## src/sv/brf_pkg.sv

```systemverilog
package brf_pkg;

   // Widths fixed by the stream and register formats.
   localparam int VAL_WIDTH      = 20;
   localparam int CNT_WIDTH      = 6;
   localparam int CSR_ADDR_WIDTH = 3;
   localparam int CSR_DATA_WIDTH = 32;
   localparam int REQ_DATA_WIDTH = 40;
   localparam int RSP_DATA_WIDTH = 24;

   // Width of one slice of the running power fed to the shared multiplier.
   localparam int MUL_CHUNK = 32;

   // Reset value of the halving count.
   localparam logic [CNT_WIDTH-1:0] ITER_COUNT_RESET = 6'd7;

   // Register index, taken from paddr bit 2.
   localparam logic CSR_IDX_ITER_COUNT = 1'b0;

   // Main sequencer.
   typedef enum logic [2:0] {
      S_IDLE,
      S_EVAL_A,
      S_EVAL_B,
      S_EVAL_C,
      S_NEXT,
      S_OUT
   } seq_state_type;

   // Polynomial sign unit.
   typedef enum logic [1:0] {
      P_IDLE,
      P_MAC,
      P_NORM,
      P_SUM
   } poly_state_type;

   // Result of one evaluation, valid while done is high.
   typedef struct packed {
      logic done;
      logic positive;
      logic negative;
   } eval_status_type;

endpackage

```

## src/sv/bisection_root_finder.sv

```systemverilog
// Bisection root finder for f(x) = x^5 - 4x - 3 on signed fixed-point intervals.
// Each evaluation of f runs on one 32x20 multiply-accumulate unit, and a result
// follows N halvings of the interval, or none when the ends are unbracketed.
// One item at a time: the next beat is taken once the result has moved to the
// output register, so no new beat is accepted while one is in flight.
// Reset (synchronous, active high) empties the block and sets the count to 7.
module bisection_root_finder
   import brf_pkg::*;
#(
   parameter int FRAC_BITS = 16
) (
   input  logic                      clock,
   input  logic                      reset,
   // Input stream.
   input  logic                      req_tvalid,
   output logic                      req_tready,
   input  logic [REQ_DATA_WIDTH-1:0] req_tdata,   // [19:0] lower_end, [39:20] upper_end
   // Result stream.
   output logic                      rsp_tvalid,
   input  logic                      rsp_tready,
   output logic [RSP_DATA_WIDTH-1:0] rsp_tdata,   // [19:0] root_estimate, [23:20] zero
   output logic                      rsp_tuser,   // [0] bracketed
   // Register port.
   input  logic                      csr_psel,
   input  logic                      csr_penable,
   input  logic                      csr_pwrite,
   input  logic [CSR_ADDR_WIDTH-1:0] csr_paddr,
   input  logic [CSR_DATA_WIDTH-1:0] csr_pwdata,
   output logic [CSR_DATA_WIDTH-1:0] csr_prdata,
   output logic                      csr_pready
);

   seq_state_type               state_ff, state_in;
   logic [CNT_WIDTH-1:0]        iter_count_ff, iter_count_in;
   logic signed [VAL_WIDTH-1:0] a_ff, a_in;
   logic signed [VAL_WIDTH-1:0] b_ff, b_in;
   logic                        sa_pos_ff, sa_pos_in;
   logic                        sa_neg_ff, sa_neg_in;
   logic                        bracket_ff, bracket_in;
   logic [CNT_WIDTH-1:0]        left_ff, left_in;
   logic                        rsp_valid_ff, rsp_valid_in;
   logic [VAL_WIDTH-1:0]        rsp_root_ff, rsp_root_in;
   logic                        rsp_brk_ff, rsp_brk_in;

   logic                        req_accept;
   logic                        out_free;
   logic                        csr_write;
   logic signed [VAL_WIDTH:0]   mid_sum;
   logic signed [VAL_WIDTH-1:0] mid;
   logic                        brk_now;
   logic                        flip;
   logic                        eval_start;
   logic signed [VAL_WIDTH-1:0] eval_x;
   eval_status_type             eval_status;

   // Register port: one register, written in the access phase.
   assign csr_pready = 1'b1;
   assign csr_write  = csr_psel && csr_penable && csr_pwrite && csr_pready;
   assign csr_prdata = (csr_paddr[2] == CSR_IDX_ITER_COUNT)
                       ? CSR_DATA_WIDTH'(iter_count_ff) : '0;

   always_comb begin
      iter_count_in = iter_count_ff;
      if (csr_write && (csr_paddr[2] == CSR_IDX_ITER_COUNT)) begin
         iter_count_in = csr_pwdata[CNT_WIDTH-1:0];
      end
   end

   // Handshake terms.
   assign req_tready = (state_ff == S_IDLE);
   assign req_accept = req_tvalid && req_tready;
   assign out_free   = !rsp_valid_ff || rsp_tready;

   assign rsp_tvalid = rsp_valid_ff;
   assign rsp_tdata  = RSP_DATA_WIDTH'(rsp_root_ff);
   assign rsp_tuser  = rsp_brk_ff;

   // Floor midpoint of the current interval.
   assign mid_sum = {a_ff[VAL_WIDTH-1], a_ff} + {b_ff[VAL_WIDTH-1], b_ff};
   assign mid     = mid_sum[VAL_WIDTH:1];

   // Sign tests on the finished evaluation.
   assign brk_now = (sa_pos_ff && eval_status.negative) ||
                    (sa_neg_ff && eval_status.positive);
   assign flip    = sa_pos_ff ? eval_status.negative : eval_status.positive;

   // Next state.
   always_comb begin
      state_in = state_ff;
      case (state_ff)
         S_IDLE: begin
            if (req_accept) state_in = S_EVAL_A;
         end
         S_EVAL_A: begin
            if (eval_status.done) state_in = S_EVAL_B;
         end
         S_EVAL_B: begin
            if (eval_status.done) begin
               state_in = (brk_now && (left_ff != '0)) ? S_EVAL_C : S_OUT;
            end
         end
         S_EVAL_C: begin
            if (eval_status.done) state_in = S_NEXT;
         end
         S_NEXT: begin
            state_in = (left_ff == '0) ? S_OUT : S_EVAL_C;
         end
         S_OUT: begin
            if (out_free) state_in = S_IDLE;
         end
         default: begin
            state_in = S_IDLE;
         end
      endcase
   end

   // Sequencer outputs and datapath updates.
   always_comb begin
      a_in         = a_ff;
      b_in         = b_ff;
      sa_pos_in    = sa_pos_ff;
      sa_neg_in    = sa_neg_ff;
      bracket_in   = bracket_ff;
      left_in      = left_ff;
      rsp_valid_in = rsp_valid_ff && !rsp_tready;
      rsp_root_in  = rsp_root_ff;
      rsp_brk_in   = rsp_brk_ff;
      eval_start   = 1'b0;
      eval_x       = mid;
      case (state_ff)
         S_IDLE: begin
            eval_x = req_tdata[VAL_WIDTH-1:0];
            if (req_accept) begin
               a_in       = req_tdata[VAL_WIDTH-1:0];
               b_in       = req_tdata[2*VAL_WIDTH-1:VAL_WIDTH];
               left_in    = iter_count_ff;
               eval_start = 1'b1;
            end
         end
         S_EVAL_A: begin
            eval_x = b_ff;
            if (eval_status.done) begin
               sa_pos_in  = eval_status.positive;
               sa_neg_in  = eval_status.negative;
               eval_start = 1'b1;
            end
         end
         S_EVAL_B: begin
            if (eval_status.done) begin
               bracket_in = brk_now;
               eval_start = brk_now && (left_ff != '0);
            end
         end
         S_EVAL_C: begin
            if (eval_status.done) begin
               if (flip) begin
                  b_in = mid;
               end else begin
                  a_in = mid;
               end
               left_in = left_ff - CNT_WIDTH'(1);
            end
         end
         S_NEXT: begin
            eval_start = (left_ff != '0);
         end
         S_OUT: begin
            if (out_free) begin
               rsp_valid_in = 1'b1;
               rsp_root_in  = bracket_ff ? mid : '0;
               rsp_brk_in   = bracket_ff;
            end
         end
         default: begin
            eval_start = 1'b0;
         end
      endcase
   end

   brf_poly_sign #(
      .FRAC_BITS(FRAC_BITS)
   ) u_poly_sign (
      .clock (clock),
      .reset (reset),
      .start (eval_start),
      .x     (eval_x),
      .status(eval_status)
   );

   // Control registers.
   always_ff @(posedge clock) begin
      if (reset) begin
         state_ff      <= S_IDLE;
         iter_count_ff <= ITER_COUNT_RESET;
         rsp_valid_ff  <= 1'b0;
      end else begin
         state_ff      <= state_in;
         iter_count_ff <= iter_count_in;
         rsp_valid_ff  <= rsp_valid_in;
      end
   end

   // Payload registers.
   always_ff @(posedge clock) begin
      a_ff        <= a_in;
      b_ff        <= b_in;
      sa_pos_ff   <= sa_pos_in;
      sa_neg_ff   <= sa_neg_in;
      bracket_ff  <= bracket_in;
      left_ff     <= left_in;
      rsp_root_ff <= rsp_root_in;
      rsp_brk_ff  <= rsp_brk_in;
   end

   // An unbracketed result always carries a zero estimate.
   assert property (@(posedge clock) disable iff (reset)
      rsp_valid_ff && !rsp_brk_ff |-> rsp_root_ff == '0)
      else $error("unbracketed result with non-zero estimate");

   // The polynomial unit only finishes while the sequencer waits for it.
   assert property (@(posedge clock) disable iff (reset)
      eval_status.done |->
         (state_ff == S_EVAL_A) || (state_ff == S_EVAL_B) || (state_ff == S_EVAL_C))
      else $error("evaluation finished outside an evaluation state");

   // A sign is never both positive and negative.
   assert property (@(posedge clock) disable iff (reset)
      eval_status.done |-> !(eval_status.positive && eval_status.negative))
      else $error("evaluation reports both signs");

   // An accepted beat always starts the evaluation at the lower end.
   assert property (@(posedge clock) disable iff (reset)
      req_accept |=> state_ff == S_EVAL_A)
      else $error("accepted beat did not start an evaluation");

endmodule

```

## src/sv/brf_poly_sign.sv

```systemverilog
module brf_poly_sign
   import brf_pkg::*;
#(
   parameter int FRAC_BITS = 16
) (
   input  logic                        clock,
   input  logic                        reset,
   input  logic                        start,
   input  logic signed [VAL_WIDTH-1:0] x,
   output eval_status_type             status
);

   // Magnitude of a saturated, shifted product, and derived widths.
   localparam int PW     = 63 - FRAC_BITS;
   localparam int NCHUNK = (PW + MUL_CHUNK - 1) / MUL_CHUNK;
   localparam int CIW    = (NCHUNK > 1) ? $clog2(NCHUNK) : 1;
   localparam int AW     = PW + VAL_WIDTH;
   localparam int MW     = (AW > 63) ? AW : 63;
   localparam int FW     = PW + 3;
   localparam int PADW   = NCHUNK * MUL_CHUNK;
   localparam int PRODW  = MUL_CHUNK + VAL_WIDTH;
   localparam logic [CIW-1:0] TOP_CHUNK = CIW'(NCHUNK - 1);
   localparam logic [62:0]    PROD_LIMIT = 63'(1) << 62;
   localparam logic [63:0]    ROUND_ADD  = (64'(1) << FRAC_BITS) - 64'(1);
   localparam logic [1:0]     LAST_POWER = 2'd3;

   poly_state_type                 state_ff, state_in;
   logic signed [VAL_WIDTH-1:0]    x_ff, x_in;
   logic [VAL_WIDTH-1:0]           xmag_ff, xmag_in;
   logic [PW-1:0]                  pmag_ff, pmag_in;
   logic                           pneg_ff, pneg_in;
   logic [1:0]                     pow_ff, pow_in;
   logic [CIW-1:0]                 chunk_ff, chunk_in;
   logic [AW-1:0]                  acc_ff, acc_in;

   logic [PADW-1:0]                pmag_pad;
   logic [MUL_CHUNK-1:0]           chunk_val;
   logic [PRODW-1:0]               prod;
   logic [AW-1:0]                  acc_mac;
   logic [MW-1:0]                  acc_ext;
   logic [62:0]                    mclip;
   logic                           prod_neg;
   logic [63:0]                    rsum;
   logic [PW-1:0]                  pmag_norm;
   logic signed [PW:0]             x5_s;
   logic signed [FW-1:0]           x5_ext;
   logic signed [FW-1:0]           xs_ext;
   logic signed [FW-1:0]           fv;
   logic [VAL_WIDTH-1:0]           x_abs;

   // Multiply-accumulate: one slice of the power times |x|, highest slice first.
   always_comb begin
      pmag_pad  = PADW'(pmag_ff);
      chunk_val = pmag_pad[chunk_ff*MUL_CHUNK +: MUL_CHUNK];
      prod      = PRODW'(chunk_val) * PRODW'(xmag_ff);
      acc_mac   = (acc_ff << MUL_CHUNK) + AW'(prod);
   end

   // Saturate the magnitude, then shift with rounding toward minus infinity.
   always_comb begin
      acc_ext   = MW'(acc_ff);
      mclip     = (acc_ext > MW'(PROD_LIMIT)) ? PROD_LIMIT : acc_ext[62:0];
      prod_neg  = pneg_ff ^ x_ff[VAL_WIDTH-1];
      rsum      = {1'b0, mclip} + (prod_neg ? ROUND_ADD : 64'(0));
      pmag_norm = rsum[FRAC_BITS +: PW];
   end

   // Final sum f = x^5 - 4x - 3, of which only the sign is kept.
   always_comb begin
      x5_s   = pneg_ff ? -$signed({1'b0, pmag_ff}) : $signed({1'b0, pmag_ff});
      x5_ext = {{(FW-PW-1){x5_s[PW]}}, x5_s};
      xs_ext = {{(FW-VAL_WIDTH){x_ff[VAL_WIDTH-1]}}, x_ff};
      fv     = x5_ext - (xs_ext <<< 2) - (FW'(3) << FRAC_BITS);
   end

   assign x_abs = x[VAL_WIDTH-1] ? VAL_WIDTH'(-x) : VAL_WIDTH'(x);

   // Next state.
   always_comb begin
      state_in = state_ff;
      case (state_ff)
         P_IDLE: begin
            if (start) state_in = P_MAC;
         end
         P_MAC: begin
            if (chunk_ff == '0) state_in = P_NORM;
         end
         P_NORM: begin
            state_in = (pow_ff == LAST_POWER) ? P_SUM : P_MAC;
         end
         P_SUM: begin
            state_in = start ? P_MAC : P_IDLE;
         end
         default: begin
            state_in = P_IDLE;
         end
      endcase
   end

   // Datapath control and status.
   always_comb begin
      x_in     = x_ff;
      xmag_in  = xmag_ff;
      pmag_in  = pmag_ff;
      pneg_in  = pneg_ff;
      pow_in   = pow_ff;
      chunk_in = chunk_ff;
      acc_in   = acc_ff;
      status   = '0;
      case (state_ff)
         P_IDLE: begin
            if (start) begin
               x_in     = x;
               xmag_in  = x_abs;
               pmag_in  = PW'(x_abs);
               pneg_in  = x[VAL_WIDTH-1];
               pow_in   = '0;
               chunk_in = TOP_CHUNK;
               acc_in   = '0;
            end
         end
         P_MAC: begin
            acc_in   = acc_mac;
            chunk_in = chunk_ff - CIW'(1);
         end
         P_NORM: begin
            pmag_in  = pmag_norm;
            pneg_in  = prod_neg;
            pow_in   = pow_ff + 2'd1;
            chunk_in = TOP_CHUNK;
            acc_in   = '0;
         end
         P_SUM: begin
            status.done     = 1'b1;
            status.negative = fv[FW-1];
            status.positive = !fv[FW-1] && (fv != '0);
            // The next evaluation may start in the cycle that reports this sign.
            if (start) begin
               x_in     = x;
               xmag_in  = x_abs;
               pmag_in  = PW'(x_abs);
               pneg_in  = x[VAL_WIDTH-1];
               pow_in   = '0;
               chunk_in = TOP_CHUNK;
               acc_in   = '0;
            end
         end
         default: begin
            status = '0;
         end
      endcase
   end

   always_ff @(posedge clock) begin
      if (reset) begin
         state_ff <= P_IDLE;
      end else begin
         state_ff <= state_in;
      end
   end

   always_ff @(posedge clock) begin
      x_ff     <= x_in;
      xmag_ff  <= xmag_in;
      pmag_ff  <= pmag_in;
      pneg_ff  <= pneg_in;
      pow_ff   <= pow_in;
      chunk_ff <= chunk_in;
      acc_ff   <= acc_in;
   end

endmodule
```

## config.mk

```make
export PLATFORM = sky130hd
export DESIGN_NAME = bisection_root_finder
export DESIGN_NICKNAME = d
export VERILOG_FILES = /design/src/sv/brf_pkg.sv /design/src/sv/bisection_root_finder.sv /design/src/sv/brf_poly_sign.sv
export SDC_FILE = /design/constraint.sdc
export NUM_CORES = 2
export LEC_CHECK = 0
export BUFFER_PORTS_ARGS = -buffer_cell sky130_fd_sc_hd__clkbuf_2
export CAP_MARGIN = 10
export CORE_MARGIN = 2
export CORE_UTILIZATION = 59
export CTS_BUF_LIST = sky130_fd_sc_hd__clkbuf_8 sky130_fd_sc_hd__clkbuf_16
export CTS_CLUSTER_DIAMETER = 30
export DETAILED_ROUTE_END_ITERATION = 16
export PLACE_DENSITY_LB_ADDON = 0.05
export SLEW_MARGIN = 20
export SYNTH_ARGS = -nofsm -noshare
export SYNTH_HDL_FRONTEND = slang
export SYNTH_HIERARCHICAL = 1
export SYNTH_SLANG_ARGS = --single-unit
```

## constraint.sdc

```tcl
create_clock -name clock -period 9.4 [get_ports clock]
set_clock_uncertainty 0.15 [all_clocks]
set_input_delay 0.47 -clock clock [delete_from_list [all_inputs] [get_ports clock]]
set_output_delay 0.47 -clock clock [all_outputs]
set_load 0.01 [all_outputs]
```

==> impl_metrics.py <==
metrics = {
    "floorplan": {
        "die_w_um": 266,
        "coreArea_um2": 68300,
        "io_pins": 142,
        "num_rows": 96,
        "die_area_um2": 71000,
        "initial_core_util": 0.595,
        "dieHeight_um": 266,
    },
    "worst_setup_path": {
        "cpMostUsedCell": "or4_4",
        "critPathMaxStageDelay_ps": 610,
        "worstPathArrival_ps": 9150,
        "end_kind": "flip-flop",
        "reg2reg_slack_ps": 380,
        "r2r-start": "u_poly_sign/pmag_ff[12]$_DFFE_PP_",
        "crit_path_top_delay_cell": "or4_1",
        "crit_type": "reg -> reg",
        "crit_required_ps": 9530,
        "r2r_cells": 35,
        "path_max_fanout": 50,
        "timing.rr.end": "u_poly_sign/pmag_ff[22]$_SDFFCE_PN0P_",
        "worst_setup_path_start_kind": "flip-flop",
    },
    "global_route": {
        "grtUsageMet1": 0.468,
        "grt_pass1_vias": 31800,
        "antenna_found_initial": 4,
        "busiest_layer": "met2",
        "grt_overflow": 0,
        "use_met3": 0.0620,
        "grt_pass1_wl_mm": 180,
        "grt_use_total": 0.328,
        "grt_max_degree": 75,
        "grt_use_met2": 0.520,
    },
    "finish": {
        "post_route_cells_drive_above_1_share": 0.0760,
        "syn2layout_area_growth_pct": 8.35,
        "final_area_um2": 44000,
        "final_nets": 5599,
        "nFillCells": 5930,
    },
    "synthesis": {
        "yosysUniqueCellTypes": 86,
        "synthCells": 4613,
        "synth_edf_count": 227,
        "synth_top_area_cell": "fa_1",
        "ys_ff_latch": 239,
        "yosys_warnings": 6,
        "synthSimpleGateAreaFrac": 0.196,
        "synth_compound_area_frac": 0.103,
        "avgSynthCellArea_um2": 8.81,
        "synthFlopType": "edfxtp_1",
        "synthXorXnorAreaFrac": 0.0390,
        "synth_mux_area_frac": 0.0108,
        "synth_fa_ha_area_frac": 0.377,
        "ys_top_cells_by_area": "fa_1 27%, edfxtp_1 17%, ha_1 10%",
        "syn_area_um2": 40600,
        "synthArstFlopShare": 0,
        "synth_top_area_share": 0.275,
        "yosysSeqAreaShare": 0.174,
        "synth_top_family_by_area": "adder cells",
    },
    "clock_tree": {
        "clkTransAtPathRegs_ps": 50,
        "clock_latency_ps": 580,
        "clock_path_buffers": 3,
        "cts_sinks": 239,
        "htreeDepth": 2,
        "tritoncts": "built",
        "cts-root-buf": "clkbuf_16",
        "cts_buffers": 54,
    },
    "detailed_routing": {
        "drc": 0,
        "ant_nets": 0,
        "drtIter0Drc": 2792,
        "drt_wl_total_mm": 114,
        "via_per_inst": 5.79,
        "first_pass_iters": 7,
        "num_vias": 32100,
        "avgRoutedWirePerCell_um": 20.5,
    },
    "place": {
        "placed_cell_area_um2": 41900,
        "port_buffers": 82,
        "gp_congestion": 0.990,
        "dp_hpwl_mm": 90.2,
    },
    "worst_hold_path": {
        "min_path_type": "in -> reg",
        "hold_start": "req_tdata[29]",
        "whs_path_depth": 3,
        "holdPathEnd": "b_ff[9]$_DFFE_PP_",
    },
    "timing": {
        "fin_crit_ps": 9020,
        "fin_tns_setup_ps": 0,
        "finalHoldViolations": 0,
        "fin_crit_sh": 0.960,
        "fmax_mhz": 111,
        "worstMarginPinSlew_ps": 1150,
        "setup_viol": 0,
        "slew_headroom": 0.232,
        "maxSlewViolCount": 0,
    },
    "run_status": {
        "status": "complete, no violations",
    },
    "flow_run": {
        "cap_violations": 0,
    },
}
[worst max-delay path by stage]
stage,end,start,cells after the start
after CTS,u_poly_sign/pmag_ff[22]$_SDFFCE_PN0P_,u_poly_sign/pmag_ff[10]$_DFFE_PP_,34
after floorplan,u_poly_sign/pmag_ff[0]$_DFFE_PP_,u_poly_sign/pmag_ff[10]$_DFFE_PP_,33
after global routing,u_poly_sign/acc_ext[62]$_SDFFCE_PP0P_,u_poly_sign/chunk_ff$_SDFFCE_PP1P_,28
final,u_poly_sign/pmag_ff[22]$_SDFFCE_PN0P_,u_poly_sign/pmag_ff[12]$_DFFE_PP_,35
after detailed placement,u_poly_sign/pmag_ff[22]$_SDFFCE_PN0P_,u_poly_sign/pmag_ff[10]$_DFFE_PP_,34
after global placement,u_poly_sign/acc_ext[62]$_SDFFCE_PP0P_,u_poly_sign/chunk_ff$_SDFFCE_PP1P_,25
[placed cells by master, fill, tap and decap left out, types with 25 or more instances in the layout]
| master | count |
|---|---|
| a211oi_1 | 25 |
| a21o_1 | 55 |
| a21oi_1 | 176 |
| and2_1 | 428 |
| and3_1 | 29 |
| buf_4 | 95 |
| clkbuf_16 | 56 |
| clkbuf_2 | 82 |
| conb_1 | 31 |
| edfxtp_1 | 227 |
| fa_1 | 558 |
| ha_1 | 328 |
| inv_1 | 799 |
| nand2_1 | 541 |
| nand2b_1 | 30 |
| nand3_1 | 58 |
| nand4_1 | 64 |
| nor2_1 | 155 |
| nor2b_1 | 67 |
| nor3_1 | 43 |
| nor4_1 | 33 |
| o21a_1 | 33 |
| o21ai_0 | 156 |
| or3_1 | 37 |
| xnor2_1 | 98 |
| xor2_1 | 83 |
[timing repair]
| item | in CTS | in global routing |
|---|---|---|
| cloned | 0 | 0 |
| hold endpoints to repair | 8 | 0 |
| hold buffers | 8 | 0 |
| setup buffers | 0 | 8 |
| pin swaps | 0 | 1 |
| endpoints found under the setup margin | 102 | 186 |
| gates resized for setup | 1 | 9 |
[kinds of logic after synthesis]
| logic type | count (synthesis) |
|---|---|
| adder cells (fa/ha/maj) | 889 |
| multiplexers | 41 |
| buffers and inverters | 1055 |
| AND/OR/NAND/NOR | 1553 |
| XOR/XNOR | 181 |
| flip-flops | 239 |
| other | 2 |
| AO/OA/AOI/OAI | 653 |
[flip-flops by register name, summed over array words and instances (netlist names)]
signal / count
rsp_root_ff: 20
state_ff: 3
left_ff: 6
b_ff: 20
u_poly_sign/x_ff: 20
u_poly_sign/xmag_ff: 19
bracket_ff: 1
u_poly_sign/chunk_ff: 1
u_poly_sign/pneg_ff: 1
sa_pos_ff: 1
rsp_tuser: 1
rsp_tvalid: 1
iter_count_ff: 6
a_ff: 20
u_poly_sign/pmag_ff: 47
u_poly_sign/pow_ff: 2
sa_neg_ff: 1
u_poly_sign/state_ff: 2
u_poly_sign/acc_ext: 67
[critical path: cells and delay by family (launching register included)]
family	cells	cell delay, ps
compound gates	8	1460
fa+ha+maj	2	500
mux	1	310
flops	1	450
buf+inv	4	610
xor+xnor	1	250
simple gates	19	4920
[stage by stage]
step | worst slack (ps) | std cells | utilization | hold slack (ps)
2_1_floorplan | 368 | 4642 | - | 300
3_3_place_gp | 275 | 5435 | 0.613 | 329
4_1_cts | 68.9 | 5542 | 0.642 | 8.27
6_report | 380 | 5556 | 0.644 | 30.9
3_5_place_dp | 35.4 | 5435 | 0.613 | 322
5_1_grt | -28.1 | 5553 | 0.644 | 28.8
[cell usage after synthesis, drive strengths merged, types with 27 or more instances]
cell      n
a211oi   27
a21o     58
a21oi   179
and2    430
and3     29
buf      42
clkbuf  220
edfxtp  227
fa      558
ha      331
inv     793
nand2   542
nand2b   31
nand3    58
nand4    64
nor2    157
nor2b    67
nor3     43
nor4     35
o21a     33
o21ai   162
or3      40
xnor2    98
xor2     83
[metal layers]
metal  up-vias  part of all wire  routed length, um
li1      14900                 -                  -
met1     16000              0.43              49300
met2      1143              0.46              51900
met3       156             0.086               9810
met4         4             0.023               2640
met5         -           0.00020                 23
[layout make-up]
cell class                 count  area (um^2)  share of cell area
antenna                        3         7.51            0.000170
multi-input combinational   3348        29700               0.674
clock inverter                42          449              0.0102
clock buffer                  57         1400              0.0319
timing repair buffer         192         1350              0.0307
inverter                     793         2980              0.0676
sequential                   239         7060               0.160
tap                          882         1100              0.0251
Power is not shown: default switching activity piles up to over one toggle a cycle in this logic, so the estimate is an artifact.
